[src/rtl/mct_pkg.sv]
// Shared constants, codes and types for the Toffoli cascade evaluator.
`timescale 1ns / 1ps

package mct_pkg;

  // Fixed field widths of the request and result channels.
  localparam int MAX_WIRES  = 10;
  localparam int VEC_W      = 10;
  localparam int CODE_W     = 2 * MAX_WIRES;
  localparam int WIRE_W     = 4;
  localparam int GCNT_W     = 9;
  localparam int IDX_W      = 8;
  localparam int MCNT_W     = 16;
  localparam int CFG_DATA_W = 9;

  typedef logic [VEC_W-1:0]  vec_t;
  typedef logic [CODE_W-1:0] codes_t;
  typedef logic [WIRE_W-1:0] wires_t;
  typedef logic [MCNT_W-1:0] mcount_t;

  // Per-wire gate codes.
  typedef logic [1:0] gate_code_t;
  localparam gate_code_t CODE_ZERO   = 2'd0;
  localparam gate_code_t CODE_ONE    = 2'd1;
  localparam gate_code_t CODE_NONE   = 2'd2;
  localparam gate_code_t CODE_TARGET = 2'd3;

  // Request kinds.
  typedef enum logic {
    ACT_WRITE = 1'b0,
    ACT_EVAL  = 1'b1
  } action_t;

  // Configuration register indexes.
  typedef enum logic {
    CFG_WIRE_COUNT = 1'b0,
    CFG_GATE_COUNT = 1'b1
  } cfg_idx_t;

  localparam wires_t          WIRE_COUNT_RST = 4'd6;
  localparam logic [GCNT_W-1:0] GATE_COUNT_RST = 9'd4;

  // Sequencer states.
  typedef enum logic [1:0] {
    ST_IDLE,
    ST_RUN,
    ST_FINISH
  } state_t;

endpackage

[src/rtl/mct_gate_unit.sv]
// Applies one mixed-polarity multiple-control Toffoli gate to a wire vector.
`timescale 1ns / 1ps

module mct_gate_unit (
  input  mct_pkg::wires_t wires,
  input  mct_pkg::vec_t   vec_in,
  input  mct_pkg::codes_t codes,
  output mct_pkg::vec_t   vec_out
);
  import mct_pkg::*;

  logic        fire;
  logic        has_tgt;
  wires_t      tgt_pos;
  wires_t      pos;
  gate_code_t  code;

  // Scan the wires in parallel: controls must all match, the target on the highest-numbered wire wins.
  // Wire 0 sits at the most significant of the active bits.
  always_comb begin
    fire    = 1'b1;
    has_tgt = 1'b0;
    tgt_pos = '0;
    pos     = '0;
    code    = CODE_NONE;
    for (int j = 0; j < MAX_WIRES; j++) begin
      if (WIRE_W'(j) < wires) begin
        pos  = wires - WIRE_W'(1) - WIRE_W'(j);
        code = codes[2*j +: 2];
        if (code == CODE_TARGET) begin
          has_tgt = 1'b1;
          tgt_pos = pos;
        end else if (code != CODE_NONE && code != {1'b0, vec_in[pos]}) begin
          fire = 1'b0;
        end
      end
    end
  end

  // Flip the target bit when the gate fires.
  assign vec_out = (fire && has_tgt) ? (vec_in ^ (VEC_W'(1) << tgt_pos)) : vec_in;

endmodule

[config.mk]
export PLATFORM = sky130hd
export DESIGN_NAME = mct_gate_unit
export DESIGN_NICKNAME = d
export VERILOG_FILES = /design/src/rtl/mct_pkg.sv /design/src/rtl/mct_gate_unit.sv
export SDC_FILE = /design/constraint.sdc
export NUM_CORES = 1
export LEC_CHECK = 0
export BUFFER_PORTS_ARGS = -buffer_cell sky130_fd_sc_hd__buf_2
export CAP_MARGIN = 0
export CORE_MARGIN = 4
export CORE_UTILIZATION = 47
export DETAILED_ROUTE_END_ITERATION = 8
export GPL_TIMING_DRIVEN = 0
export PLACE_DENSITY = 0.7
export SETUP_SLACK_MARGIN = 0.5
export SLEW_MARGIN = 10
export SYNTH_ARGS = -nofsm -noshare
export SYNTH_HDL_FRONTEND = slang
export SYNTH_SLANG_ARGS = --single-unit
[constraint.sdc]
create_clock -name vclk -period 12.6
set_clock_uncertainty 0.1 [all_clocks]
set_input_delay 1.26 -clock vclk [all_inputs]
set_output_delay 1.26 -clock vclk [all_outputs]
set_load 0.01 [all_outputs]
==> out/qor.csv, run 1 <==
metric,value,unit
status,"finished, final reports clean",
io pins,44,
GRT overflow,0,
Crit path arrival time,5.78,ns
RSZ-0062 raised after global routing,false,
Setup Crit Path Kind,input port to primary output,
Int Pwr,54.6,µW
die footprint,5810,µm²
Inserted Diodes,0,
Final WS setup,5.46,ns
initial core utilization,0.495,
worst vdd ir,27.1,µV
synth warn,0,
Tot Pwr,132,µW
mean post-synth cell area,7.34,µm²
Post-Synth XOR/XNOR Area,0.138,
TNS Setup,0,ns
register area,0,µm²
clock network power share,0,
Hold Buf Count CTS,0,
Sw Ratio,0.585,
Site Rows,24,
Rel. slew slack,0.424,
fin crit period,7.14,ns
Pre-Repair DR Iteration Count,8,
Max Clk Rate,140,MHz
initial DRC count,351,
Leak,0.962,nW
post-place setup slack,5.58,ns
sequential area share after synthesis,0,
vias in the first global route,2458,
DR DRC count,0,
Switching Power,77.0,µW
Routed WL,7.76,mm
Min-Delay Path Class,input port to primary output,
Horiz. Die Dim,76.2,µm
largest net degree at the start of global routing,11,
vias,2727,
period utilization,0.567,
final net count,381,
antenna violations before repair,0,
Comb power frac,1.000,
sequential power share,0,
Synth Cell Area,2190,µm²
Placement Cell Area,2470,µm²
Post-DP HPWL,6.10,mm
Compound-Gate Fraction of Synth Area,0.288,
total global-route track usage,0.248,
adder-cell share of the synthesized area,0.0229,
Fin. Hold Viols,0,
global-route wire length before repair,12.2,mm
Post-Syn Nets,336,
drt via density,6.94,
fill count,441,
synthesized netlist cell count,298,
routed length per instance,19.7,µm
die height,76.2,µm
mux contribution to synthesized area,0.153,
GPL Wtd Cong,1.01,
Placeable Area,4410,µm²
max-cap viol count,0,
num sequential,0,
post-synthesis simple-gate area fraction,0.330,
worst-margin pin slew,0.863,ns
footprint of the multi-input gates,2040,µm²
worst-path fanout max,10,
"Distinct cells, synth",75,
Pwr Density,53.3,nW/µm²
WP data required,11.24,ns
"Slew Viols, Final",0,
CP endpoint kind,primary output,
"Setup violations, final",0,
port bufs,43,
"Area growth, synth to finish",12.8,%
# Post-CTS Setup Buffers,0,
largest family of logic cells by synthesized area,simple AND/OR/NAND/NOR gates,
layout clock buffer count,0,
remaining antenna violation count,0,
layout cells sized above 1,0.246,
startpoint types,input port,
# resized after CTS,0,
Final Cell Area,2470,µm²
==> routing by layer <==
metal  up-vias  track usage  share of wire  wire length [µm]
li1       1250            -              -                 -
met1      1245        0.348           0.41              3190
met2       205        0.391           0.44              3390
met3        27       0.0355           0.11               888
met4         0       0.0734          0.037               286
met5         -            0              0                 0
==> kinds of logic (layout without fill, tap and decap cells) <==
logic type / after synthesis / in the layout
XOR/XNOR: 31 / 31
adder cells (fa/ha/maj): 4 / 4
AO/OA/AOI/OAI: 87 / 87
multiplexers: 22 / 22
buffers and inverters: 26 / 69
AND/OR/NAND/NOR: 128 / 128
==> Yosys cell counts, drive strengths merged (3+ instances only) <==
library cell / count / area share
inv: 6 / 0.010
and3: 6 / 0.017
nand2b: 6 / 0.017
a22oi: 4 / 0.016
nor2b: 3 / 0.0086
o211ai: 6 / 0.021
mux2i: 9 / 0.043
a21oi: 17 / 0.039
nor2: 24 / 0.042
o31ai: 3 / 0.013
mux2: 5 / 0.026
nand2: 20 / 0.034
nand4b: 3 / 0.012
xnor2: 22 / 0.092
nand3: 21 / 0.048
nor3: 13 / 0.030
nor3b: 10 / 0.034
clkbuf: 4 / 0.0069
nor4: 5 / 0.028
or2: 5 / 0.014
ha: 4 / 0.023
mux4: 8 / 0.084
o21ai: 14 / 0.032
buf: 16 / 0.051
xor2: 8 / 0.035
a2111oi: 3 / 0.012
a31oi: 4 / 0.011
a211oi: 6 / 0.021
==> final timing paths <==
| check | start | to | slack (ns) | cells past startpoint |
|---|---|---|---|---|
| hold / removal | vec_in[4] | vec_out[4] | 2.74 | 3 |
| setup / recovery | wires[0] | vec_out[0] | 5.46 | 17 |
==> cell usage in the layout (no fill, tap or decap), drive strengths merged, types with 8 or more instances in the layout <==
cell and instances:
a21oi 17, nor3 13, mux2i 9, mux4 8
nand2 20, nor3b 10, nor2 24, nand3 21
xor2 8, buf 59, o21ai 14, xnor2 22
==> critical path: stages <==
cell	delay, ns
buf_2	0.13
buf_6	0.14
buf_2	0.25
buf_4	0.25
inv_1	0.15
ha_1	0.22
buf_2	0.19
nand2b_1	0.18
a21oi_1	0.70
nor2_1	0.12
a31oi_1	0.26
o41ai_1	0.12
or4_4	0.57
nor4_4	0.60
and4bb_1	0.31
xor2_1	0.17
buf_2	0.15
==> cell type report <==
| class | instances | area share |
|---|---|---|
| plain buffers | 20 | 0.0512 |
| multi-input cells | 272 | 0.826 |
| inverters | 6 | 0.00913 |
| repair buffers | 43 | 0.0873 |
| well taps | 52 | 0.0264 |
==> through the flow <==
stage               std cells   util  hold WS (ns)
global placement          393  0.559          2.74
global route              393  0.559          2.77
detailed placement        393  0.559          2.74
floorplan                 298      -          2.50
finish                    393  0.559          2.74
CTS                       393  0.559          2.74
==> power groups by stage <==
stage / clock, mW / combinational [mW] / sequential [mW]
after global routing: 0 / 0.142 / 0
after CTS: 0 / 0.129 / 0
after detailed placement: 0 / 0.128 / 0
after floorplan: 0 / 0.0934 / 0
final: 0 / 0.132 / 0
after global placement: 0 / 0.127 / 0
(Power assumes the default switching activity.)
==> run 2: changes to the inputs <==
Settings changed: ABC_AREA set to 1.
Clock period 12.6 ns to 6.8 ns, I/O delays scaled along.
==> out/qor.csv, run 2 <==
metric,value,unit,change
synth cell count leaders,"191 x nand2_1, 68 x inv_1, 52 x nand3_1, 21 x nor2_1",,"was 23 x nor2_1, 21 x nand3_1, 21 x xnor2_1, 20 x nand2_1, 17 x a21oi_1"
Int Pwr,75.2,µW,was 54.6 µW
# Post-CTS Setup Buffers,0,,unchanged
GRT overflow,0,,unchanged
mean post-synth cell area,4.73,µm²,was 7.34 µm²
GPL Wtd Cong,0.947,,was 1.01
initial core utilization,0.488,,was 0.495
"Area growth, synth to finish",13.2,%,was 12.8%
clock network power share,0,,about the same
DR DRC count,0,,unchanged
"Slew Viols, Final",0,,unchanged
worst hold path cell count,4,,was 3
max-cap viol count,0,,unchanged
Min-Delay Path Class,input port to primary output,,unchanged
layout cells sized above 1,0.177,,was 0.246
top-count cell post-synth,nand2_1,,was nor2_1
Pwr Density,91.4,nW/µm²,was 53.3 nW/µm²
Synth Cell Area,2120,µm²,was 2190 µm²
port bufs,43,,unchanged
most frequent cells in the layout,"191 x nand2_1, 68 x inv_1, 52 x nand3_1",,"was 51 x buf_2, 23 x nor2_1, 21 x nand3_1, 21 x xnor2_1, 20 x nand2_1"
initial DRC count,172,,was 351
TNS Setup,0,ns,unchanged
period utilization,0.637,,
drt via density,5.23,,was 6.94
"Setup violations, final",0,,unchanged
# resized after CTS,0,,unchanged
vias,2844,,was 2727
Sw Ratio,0.658,,was 0.585
worst vdd ir,38.6,µV,was 27.1 µV
final net count,532,,was 381
total global-route track usage,0.242,,was 0.248
antenna violations before repair,0,,unchanged
Placement Cell Area,2400,µm²,was 2470 µm²
Yosys top cell area share,0.337,,was 0.0841
WP data required,6.02,ns,was 11.24 ns
Comb power frac,1.000,,about the same
RSZ-0062 raised after global routing,false,,unchanged
Setup Crit Path Kind,input port to primary output,,unchanged
Switching Power,145,µW,was 77.0 µW
startpoint types,input port,,unchanged
die footprint,5660,µm²,was 5810 µm²
worst-margin pin slew,0.477,ns,was 0.863 ns
Crit path arrival time,3.55,ns,was 5.78 ns
Hold Slack,1.57,ns,was 2.74 ns
Post-DP HPWL,5.63,mm,was 6.10 mm
io pins,44,,unchanged
Max Clk Rate,231,MHz,
"area leader, netlist",nand2_1,,was xnor2_1
global-route wire length before repair,10.9,mm,was 12.2 mm
Placeable Area,4350,µm²,was 4410 µm²
Site Rows,24,,unchanged
"commonest non-fill, non-tap cell in the layout",nand2_1,,was buf_2
Leak,1.47,nW,was 0.962 nW
"Distinct cells, synth",28,,was 75
die height,75.2,µm,was 76.2 µm
Rel. slew slack,0.681,,was 0.424
Inserted Diodes,0,,unchanged
vias in the first global route,2495,,was 2458
Final Cell Area,2400,µm²,was 2470 µm²
Pre-Repair DR Iteration Count,4,,was 8
Horiz. Die Dim,75.2,µm,was 76.2 µm
remaining antenna violation count,0,,unchanged
status,"finished, final reports clean",,unchanged
worst-path fanout max,10,,unchanged
Hold Buf Count CTS,0,,unchanged
fin crit period,4.33,ns,
largest net degree at the start of global routing,11,,unchanged
routed length per instance,12.4,µm,was 19.7 µm
sequential power share,0,,about the same
synthesized netlist cell count,449,,was 298
ranking of synthesized cells by area,"nand2_1 34%, nand3_1 12%, inv_1 12%, nand4_1 4.4%, buf_6 4.2%",,"was xnor2_1 8.4%, mux4_2 7.2%, nand3_1 4.8%, nor2_1 3.9%, a21oi_1 3.9%"
register area,0,µm²,unchanged
num sequential,0,,unchanged
sequential area share after synthesis,0,,unchanged
CP endpoint kind,primary output,,unchanged
Fin. Hold Viols,0,,unchanged
synth warn,0,,unchanged
Post-Syn Nets,487,,was 336
Routed WL,6.77,mm,was 7.76 mm
layout clock buffer count,0,,unchanged
-- run 2: final cells by class --
type                            count  area (µm²)
Fill cell                         494        1950
Multi-Input combinational cell    365        1740
Tap cell                           52        65.1
Buffer                             13         118
Inverter                           71         267
Timing Repair Buffer               43         215
-- run 2: final timing paths --
check	from	endpoint	slack [ns]
hold / removal	vec_in[9]	vec_out[9]	1.57
setup / recovery	wires[0]	vec_out[0]	2.47
-- run 2: metrics by stage --
step                       util  instances  worst slack (ns)  total power, mW
after global placement    0.552        544              2.49            0.214
after global routing      0.552        544              2.23            0.249
after CTS                 0.552        544              2.50            0.218
after detailed placement  0.552        544              2.51            0.217
final                     0.552        544              2.47            0.220
after floorplan               -        449              3.32            0.161
-- run 2: worst max-delay path, stage by stage --
cell     delay [ns]
buf_2          0.19
inv_2          0.06
buf_6          0.14
ha_1           0.37
inv_1          0.16
buf_2          0.24
nand3_1        0.15
nand3_1        0.13
nand3_1        0.14
nand2_1        0.10
o21ai_0        0.07
nand3_1        0.07
nand2_1        0.05
nor2_1         0.21
nand3_2        0.13
nor2_4         0.13
buf_6          0.15
nand3_2        0.07
xor2_1         0.15
buf_2          0.15
-- run 2: metal layers --
layer,global-route usage,share of wire,up-vias,routed length (µm)
li1,-,-,1509,-
met1,0.327,0.45,1233,3040
met2,0.416,0.46,90,3110
met3,0.00801,0.073,12,492
met4,0.0718,0.019,0,129
met5,0,0,-,0
-- run 2: cell families (layout without fill, tap and decap cells) --
family	after synthesis	after routing	synth area share
compound gates	51	51	0.134
xor+xnor	4	4	0.0165
fa+ha+maj	4	4	0.0236
buf+inv	84	127	0.181
simple gates	306	306	0.645
-- run 2: power by group through the flow --
stage          Sequential (mW)  Clock [mW]  Combinational [mW]
2_1_floorplan                0           0               0.161
3_3_place_gp                 0           0               0.214
3_5_place_dp                 0           0               0.217
4_1_cts                      0           0               0.218
5_1_grt                      0           0               0.249
6_report                     0           0               0.220
==> run 3: changes to the inputs <==
Clock period 6.8 ns to 4.2 ns, I/O delays scaled along.
==> out/qor.csv, run 3 (synthesized netlist as in run 2, its figures left out) <==
metric,value,unit,change
status,"finished, final reports clean",,unchanged
fin crit period,3.48,ns,
placed cell count,544,,unchanged
Sw Ratio,0.655,,was 0.658
clock network power share,0,,about the same
startpoint types,input port,,unchanged
die footprint,5660,µm²,unchanged
fill count,493,,was 494
drt via density,5.34,,was 5.23
die height,75.2,µm,unchanged
worst hold path cell count,4,,unchanged
Hold Slack,1.05,ns,was 1.57 ns
"Area growth, synth to finish",14.5,%,was 13.2%
vias in the first global route,2491,,was 2495
Int Pwr,126,µW,was 75.2 µW
sequential power share,0,,about the same
"Slew Viols, Final",0,,unchanged
Min-Delay Path Class,input port to primary output,,unchanged
initial core utilization,0.488,,unchanged
Placeable Area,4350,µm²,unchanged
final net count,532,,unchanged
CP endpoint kind,primary output,,unchanged
Routed WL,6.89,mm,was 6.77 mm
GRT overflow,0,,unchanged
"Largest stage delay, worst path",0.27,ns,was 0.37 ns
total global-route track usage,0.242,,about the same
Horiz. Die Dim,75.2,µm,unchanged
Most common cell on crit path,nand3_1,,unchanged
largest net degree at the start of global routing,11,,unchanged
max-cap viol count,0,,unchanged
layout cells sized above 1,0.187,,was 0.177
Site Rows,24,,unchanged
GPL Wtd Cong,0.947,,unchanged
Comb power frac,1.000,,about the same
layout clock buffer count,0,,unchanged
Finished Layout Cells,544,,unchanged
Max Clk Rate,288,MHz,
initial DRC count,152,,was 172
antenna violations before repair,0,,unchanged
worst vdd ir,62.7,µV,was 38.6 µV
remaining antenna violation count,0,,unchanged
routed length per instance,12.7,µm,was 12.4 µm
Post-DP HPWL,5.63,mm,unchanged
global-route wire length before repair,11.0,mm,was 10.9 mm
num sequential,0,,unchanged
"commonest non-fill, non-tap cell in the layout",nand2_1,,unchanged
port bufs,43,,unchanged
Inserted Diodes,0,,unchanged
Slowest cell on crit path,ha_4,,was ha_1
worst-path fanout max,10,,unchanged
Pwr Density,150,nW/µm²,was 91.4 nW/µm²
worst-margin pin slew,0.504,ns,was 0.477 ns
Setup Crit Path Kind,input port to primary output,,unchanged
io pins,44,,unchanged
RSZ-0062 raised after global routing,false,,unchanged
Pre-Repair DR Iteration Count,5,,was 4
Switching Power,238,µW,was 145 µW
register area,0,µm²,unchanged
most frequent cells in the layout,"190 x nand2_1, 67 x inv_1, 52 x nand3_1",,"was 191 x nand2_1, 68 x inv_1, 52 x nand3_1"
Leak,1.48,nW,was 1.47 nW
WP data required,3.68,ns,was 6.02 ns
Fin. Hold Viols,0,,unchanged
period utilization,0.827,,
Hold Buf Count CTS,0,,unchanged
"Setup violations, final",0,,unchanged
worst path cell trace,clkbuf_4 -> inv_2 -> buf_6 -> ha_4 -> inv_2 -> buf_4 -> nand3_1 -> nand3_1 -> nand3_1 -> nand2_1 -> o21ai_0 -> nand3_1 -> nand2_1 -> nor2_2 -> nand3_2 -> nor2_4 -> buf_6 -> nand3_2 -> xor2_1 -> buf_2,,was buf_2 -> inv_2 -> buf_6 -> ha_1 -> inv_1 -> buf_2 -> nand3_1 -> nand3_1 -> nand3_1 -> nand2_1 -> o21ai_0 -> nand3_1 -> nand2_1 -> nor2_1 -> nand3_2 -> nor2_4 -> buf_6 -> nand3_2 -> xor2_1 -> buf_2
TNS Setup,0,ns,unchanged
DR DRC count,0,,unchanged
Rel. slew slack,0.663,,was 0.681
# Post-CTS Setup Buffers,0,,unchanged
Crit path arrival time,2.96,ns,was 3.55 ns
footprint of the multi-input gates,1760,µm²,was 1740 µm²
vias,2905,,was 2844
-- run 3: cell count changes in the layout (fill, tap and decap cells not counted) --
cell      change
nor2_1        -1
ha_4          +1
clkbuf_4      +2
o21ai_2       +1
buf_4         +1
nand2_2       +1
nand2_1       -1
inv_1         -1
buf_2         -3
inv_2         +1
nor2_2        +1
ha_1          -1
o21ai_1       -1
-- run 3: per-layer routing --
| metal | global-route usage | vias to the layer above | wire length (µm) |
|---|---|---|---|
| li1 | - | 1509 | - |
| met2 | 0.414 | 102 | 3100 |
| met3 | 0.00668 | 15 | 455 |
| met1 | 0.329 | 1279 | 3150 |
| met5 | 0 | - | 0 |
| met4 | 0.0757 | 0 | 180 |
-- run 3: worst paths after layout --
| path | start | endpoint | slack [ns] |
|---|---|---|---|
| hold / removal | vec_in[9] | vec_out[9] | 1.05 |
| setup / recovery | wires[0] | vec_out[0] | 0.72 |
-- run 3: cell type report --
| type | count | share of cell area |
|---|---|---|
| multi-input cells | 365 | 0.724 |
| well taps | 52 | 0.0267 |
| inverters | 71 | 0.110 |
| plain buffers | 13 | 0.0504 |
| repair buffers | 43 | 0.0895 |
-- run 3: what timing repair did --
action	CTS	global route
endpoints found under the hold margin	0	0
cloned	0	0
resized for setup	2	7
setup endpoints to repair	8	10
-- run 3: power by group through the flow --
stage,sequential [mW],combinational (mW),clock (mW)
finish,0,0.364,0
global route,0,0.410,0
CTS,0,0.354,0
detailed placement,0,0.352,0
global placement,0,0.347,0
floorplan,0,0.260,0
-- run 3: metrics by stage --
stage | utilization | setup WS (ns) | power [mW] | area, µm²
after floorplan | - | 1.24 | 0.260 | 2120
after global placement | 0.552 | 0.411 | 0.347 | 2400
after detailed placement | 0.552 | 0.433 | 0.352 | 2400
after CTS | 0.553 | 0.526 | 0.354 | 2410
after global routing | 0.559 | 0.515 | 0.410 | 2430
final | 0.559 | 0.725 | 0.364 | 2430
-- run 3: worst max-delay path: cells and delay by family --
kind,cells,cell delay [ns]
fa+ha+maj,1,0.27
buf+inv,7,0.93
xor+xnor,1,0.14
simple gates,10,1.11
compound gates,1,0.07
